--- src/rtl/bcsm_pkg.sv ---
// Shared types and constants of the block cache slot manager.
// Used by the interfaces, the slot cell, the top level and the checker.
package bcsm_pkg;

  localparam int unsigned DefSlotCount = 32;
  localparam int unsigned DefCountBits = 8;

  localparam int unsigned CMD_W    = 2;
  localparam int unsigned BLOCK_W  = 32;
  localparam int unsigned HANDLE_W = 5;
  localparam int unsigned STATUS_W = 3;
  localparam int unsigned DOP_W    = 2;

  typedef enum logic [CMD_W-1:0] {
    CMD_ACQUIRE = 2'd0,
    CMD_MARK    = 2'd1,
    CMD_RELEASE = 2'd2,
    CMD_SYNC    = 2'd3
  } cmd_e;

  typedef enum logic [STATUS_W-1:0] {
    STS_OK        = 3'd0,
    STS_NO_FREE   = 3'd1,
    STS_UNDERFLOW = 3'd2,
    STS_IGNORED   = 3'd3,
    STS_SATURATED = 3'd4
  } status_e;

  typedef enum logic [DOP_W-1:0] {
    DOP_NONE  = 2'd0,
    DOP_WRITE = 2'd1,
    DOP_READ  = 2'd2
  } disk_op_e;

  typedef enum logic [1:0] {
    ST_IDLE,
    ST_EXEC,
    ST_FETCH
  } state_e;

  typedef enum logic [2:0] {
    CO_NONE,
    CO_INC,
    CO_DEC,
    CO_DIRTY,
    CO_CLEAN,
    CO_FILL
  } cell_op_e;

  // Update broadcast to the selected cell.
  typedef struct packed {
    cell_op_e           op;
    logic [BLOCK_W-1:0] tag;
  } cell_cmd_t;

  // Scan results rippled from cell to cell, lowest slot first.
  typedef struct packed {
    logic               hit_found;
    logic               hit_max;
    logic               free_found;
    logic               free_wb;
    logic [BLOCK_W-1:0] free_tag;
    logic               dirty_found;
    logic               dirty_more;
    logic [BLOCK_W-1:0] dirty_tag;
  } link_t;

  // Per-cell status seen by the controller.
  typedef struct packed {
    logic valid;
    logic cnt_zero;
    logic hit_first;
    logic free_first;
    logic dirty_first;
  } cell_flags_t;

endpackage

--- src/rtl/bcsm_cell.sv ---
// One cache slot: valid, dirty, count and tag, plus its stage of the scan chain.
// Depends on bcsm_pkg.
module bcsm_cell
  import bcsm_pkg::*;
#(
  parameter int unsigned SlotW      = 5,
  parameter int unsigned CountBits  = DefCountBits,
  parameter int unsigned CellIdx    = 0
) (
  input  logic               clk_i,
  input  logic               rst_ni,
  input  logic [BLOCK_W-1:0] key_i,
  input  cell_cmd_t          cmd_i,
  input  logic [SlotW-1:0]   target_i,
  input  link_t              link_i,
  output link_t              link_o,
  output cell_flags_t        flags_o
);

  logic                 valid_q, valid_d;
  logic                 dirty_q, dirty_d;
  logic [BLOCK_W-1:0]   tag_q, tag_d;
  logic [CountBits-1:0] cnt_q, cnt_d;
  logic                 sel, cnt_max, cnt_zero, match, cand, hit_here, free_here, dirty_here;

  assign sel      = (target_i == SlotW'(CellIdx)) && (cmd_i.op != CO_NONE);
  assign cnt_max  = (cnt_q == {CountBits{1'b1}});
  assign cnt_zero = (cnt_q == '0);
  assign match    = valid_q && (tag_q == key_i);
  assign cand     = valid_q && dirty_q;

  assign hit_here   = match && !link_i.hit_found;
  assign free_here  = cnt_zero && !link_i.free_found;
  assign dirty_here = cand && !link_i.dirty_found;

  always_comb begin
    link_o.hit_found   = link_i.hit_found | match;
    link_o.hit_max     = hit_here ? cnt_max : link_i.hit_max;
    link_o.free_found  = link_i.free_found | cnt_zero;
    link_o.free_wb     = free_here ? cand : link_i.free_wb;
    link_o.free_tag    = free_here ? tag_q : link_i.free_tag;
    link_o.dirty_found = link_i.dirty_found | cand;
    link_o.dirty_more  = link_i.dirty_more | (cand && link_i.dirty_found);
    link_o.dirty_tag   = dirty_here ? tag_q : link_i.dirty_tag;
  end

  assign flags_o.valid       = valid_q;
  assign flags_o.cnt_zero    = cnt_zero;
  assign flags_o.hit_first   = hit_here;
  assign flags_o.free_first  = free_here;
  assign flags_o.dirty_first = dirty_here;

  always_comb begin
    valid_d = valid_q;
    dirty_d = dirty_q;
    tag_d   = tag_q;
    cnt_d   = cnt_q;
    if (sel) begin
      case (cmd_i.op)
        CO_INC: begin
          if (!cnt_max) cnt_d = cnt_q + CountBits'(1);
        end
        CO_DEC: begin
          if (!cnt_zero) cnt_d = cnt_q - CountBits'(1);
        end
        CO_DIRTY: dirty_d = 1'b1;
        CO_CLEAN: dirty_d = 1'b0;
        CO_FILL: begin
          valid_d = 1'b1;
          dirty_d = 1'b0;
          tag_d   = cmd_i.tag;
          cnt_d   = CountBits'(1);
        end
        default: ;
      endcase
    end
  end

  always_ff @(posedge clk_i or negedge rst_ni) begin
    if (!rst_ni) begin
      valid_q <= 1'b0;
      dirty_q <= 1'b0;
      tag_q   <= '0;
      cnt_q   <= '0;
    end else begin
      valid_q <= valid_d;
      dirty_q <= dirty_d;
      tag_q   <= tag_d;
      cnt_q   <= cnt_d;
    end
  end

endmodule

--- config.mk ---
export PLATFORM = sky130hd
export DESIGN_NAME = bcsm_cell
export DESIGN_NICKNAME = d
export VERILOG_FILES = /design/src/rtl/bcsm_pkg.sv /design/src/rtl/bcsm_cell.sv
export SDC_FILE = /design/constraint.sdc
export NUM_CORES = 1
export LEC_CHECK = 0
export ABC_AREA = 0
export BUFFER_PORTS_ARGS = -buffer_cell sky130_fd_sc_hd__buf_2
export CAP_MARGIN = 20
export CORE_MARGIN = 2
export CORE_UTILIZATION = 33
export CTS_CLUSTER_SIZE = 24
export DETAILED_ROUTE_END_ITERATION = 10
export PLACE_DENSITY = 0.62
export SLEW_MARGIN = 25
export SYNTH_ARGS = -nofsm -noshare
export SYNTH_HDL_FRONTEND = slang
export SYNTH_SLANG_ARGS = --single-unit
--- constraint.sdc ---
create_clock -name clk_i -period 2.3 [get_ports clk_i]
set_clock_uncertainty 0.1 [all_clocks]
set_input_delay 0.115 -clock clk_i [delete_from_list [all_inputs] [get_ports clk_i]]
set_output_delay 0.115 -clock clk_i [all_outputs]
set_load 0.02 [all_outputs]
==> metrics.txt <==
CP arrival 2.22 ns; Max Freq 410 MHz; simple-gate share of the synthesized area 0.0939; commonest non-fill, non-tap cell in the layout buf_2; final period utilization 1.06; ys async rst share 1.00; register area share after synthesis 0.316; final non-filler cell total 708; Syn Std Cell Area 3330 um2; Post-Syn Instances 300; FP Rows 36; fin worst setup slack -0.138 ns; Worst Setup End Kind output port; largest net degree at the start of global routing 29; yosys warns 0; IO Pins 219; WHS 0.0625 ns; pwr/cell area 509 nW/um2; Layout fillers 844; Tot Pwr 0.00293 W; number of global-route vias before repair 3,655; CTS buffer count 5; RSZ-0062 raised after global routing true; worst skew pair latency 0.30 ns; Die W 104 um; Crit Path Class reg -> out; Leak 2.95 nW; top_reg_cell synth dfrtp_1; layout net count 721; core area 9770 um2; post-route antenna net violation count 0; maximum fanout along the worst path 2; setup TNS -0.294 ns; post-synth net total 447; dpl hpwl 8.81 mm; DR iter-0 viols 171; CP required 2.09 ns; peak supply drop 288 uV; number of remaining DRC errors 0; vias per cell 4.91; Seq cells post-synth 42; Compound-Gate Fraction of Synth Area 0.0714; synth unique cells 39; H-tree levels 2; First-pass DRT Iterations 4; Starting Density 0.341; violated checks setup timing; status finished with violations; Hold Violations, Final 0; TritonCTS clock tree built; Post-Route WL 12.7 mm; largest family of logic cells by synthesized area multiplexers; Die Ht 104 um; internal reg-to-reg setup slack 0.24 ns; Max-Cap Viols 0; antenna fix cells 0; gp weighted congestion 0.833; Port Buf Inserts 218; via count 3,474; CTS root buf clkbuf_8; clk sinks 42; most frequent cells in the layout 184 x buf_2, 62 x mux2_4, 38 x dfrtp_1; gr usage total 0.227; clock buffer depth 2; fraction of layout cells with a size suffix above 1 0.677; Tmin final 2.44 ns; hold crit path type in -> reg; clk slew on worst S/H paths 0.09 ns; global route overflow 0; drt wl/cell 18.0 um; Die Area 10,900 um2; critical path launch point type register; first-pass GRT wire length 19.6 mm; initial antenna violation count 0; EDFF count, synth 0; Post-Synth XOR/XNOR Area 0.0947; setup violators final 9; multiplexer share of the synthesized area 0.367; Slew headroom 0.538; hold path cells 3; dpl cells 650; R2R cell count 8; P&R area growth vs syn 72.6%; Mean Syn Cell Area 11.1 um2; Synth Area in Adders 0.0113; worst-margin pin slew 0.693 ns; Slew Limit Fails 0
[flip-flops by register name, summed over array words and instances, names as in the netlist]
| name | count |
|---|---|
| valid_q | 1 |
| tag_q | 32 |
| cnt_q | 8 |
| dirty_q | 1 |
[repair_timing]
| item | in CTS | in global routing |
|---|---|---|
| resized for setup | 104 | 39 |
| setup endpoints to repair | 35 | 37 |
| pin swaps | 9 | 10 |
| hold buffers | 34 | 0 |
| buffers inserted | 10 | 6 |
| hold endpoints to repair | 60 | 0 |
| cloned | 4 | 0 |
[routing by layer]
metal | wire length (um) | share of wire | track usage
met5 | 0 | 0 | 0
met4 | 109 | 0.0086 | 0.0396
met3 | 820 | 0.064 | 0.0457
met2 | 6620 | 0.52 | 0.425
met1 | 5170 | 0.41 | 0.269
[power by group]
part	total (W)	switching, W	internal [W]
Clock	0.000604	0.000284	0.000320
Combinational	0.00143	0.000638	0.000789
Sequential	0.000894	0.0000883	0.000805
Total	0.00293	0.00101	0.00192
[cell type report]
class,instances,area [um2],share of cell area
clock buffer,5,68.8,0.0120
tap,133,166,0.0290
multi-input combinational,231,2370,0.413
clock inverter,3,40.0,0.00697
sequential,42,1060,0.184
timing repair buffer,287,2020,0.351
inverter,7,26.3,0.00457
[worst max-delay path, stage by stage (launching register included)]
cell	delay, ns
dfrtp_1	0.42
xor2_1	0.18
nor4_4	0.36
buf_4	0.16
nand4_1	0.18
nor2_2	0.18
mux2_4	0.32
buf_6	0.13
[per-stage QoR]
step                      setup slack [ns]  cell area [um2]   util
after global placement              -0.153             4640  0.475
after global routing                -0.238             5750  0.588
after detailed placement            -0.166             4640  0.475
after floorplan                      0.235             3330      -
after CTS                           -0.189             5660  0.579
final                               -0.138             5750  0.588
[cells by family after synthesis]
group / Yosys count
xor+xnor: 36
flops: 42
mux: 99
buf+inv: 27
compound gates: 34
fa+ha+maj: 3
simple gates: 59
[synth_stat cells, drive strengths merged (4+ instances only)]
| cell | count | area share |
|---|---|---|
| nor4 | 4 | 0.0075 |
| dfrtp | 42 | 0.32 |
| xor2 | 10 | 0.026 |
| mux2 | 97 | 0.36 |
| nor3 | 5 | 0.011 |
| nand2b | 4 | 0.0075 |
| nand2 | 11 | 0.012 |
| inv | 7 | 0.0079 |
| nand4 | 9 | 0.017 |
| xnor2 | 26 | 0.068 |
| clkbuf | 7 | 0.0079 |
| o21ai | 9 | 0.014 |
| nor2 | 16 | 0.019 |
| nand3 | 5 | 0.0075 |
| buf | 13 | 0.031 |
[final timing paths]
path / start / endpoint
max: tag_q[10] / link_o[68]
min: cmd_i[34] / dirty_q
max reg2reg: cnt_q[7] / cnt_q[4]
min reg2reg: cnt_q[3] / cnt_q[3]
max in group asynchronous: rst_ni / tag_q[31]
min in group asynchronous: rst_ni / cnt_q[7]
Power figures use the tool's default switching activity.
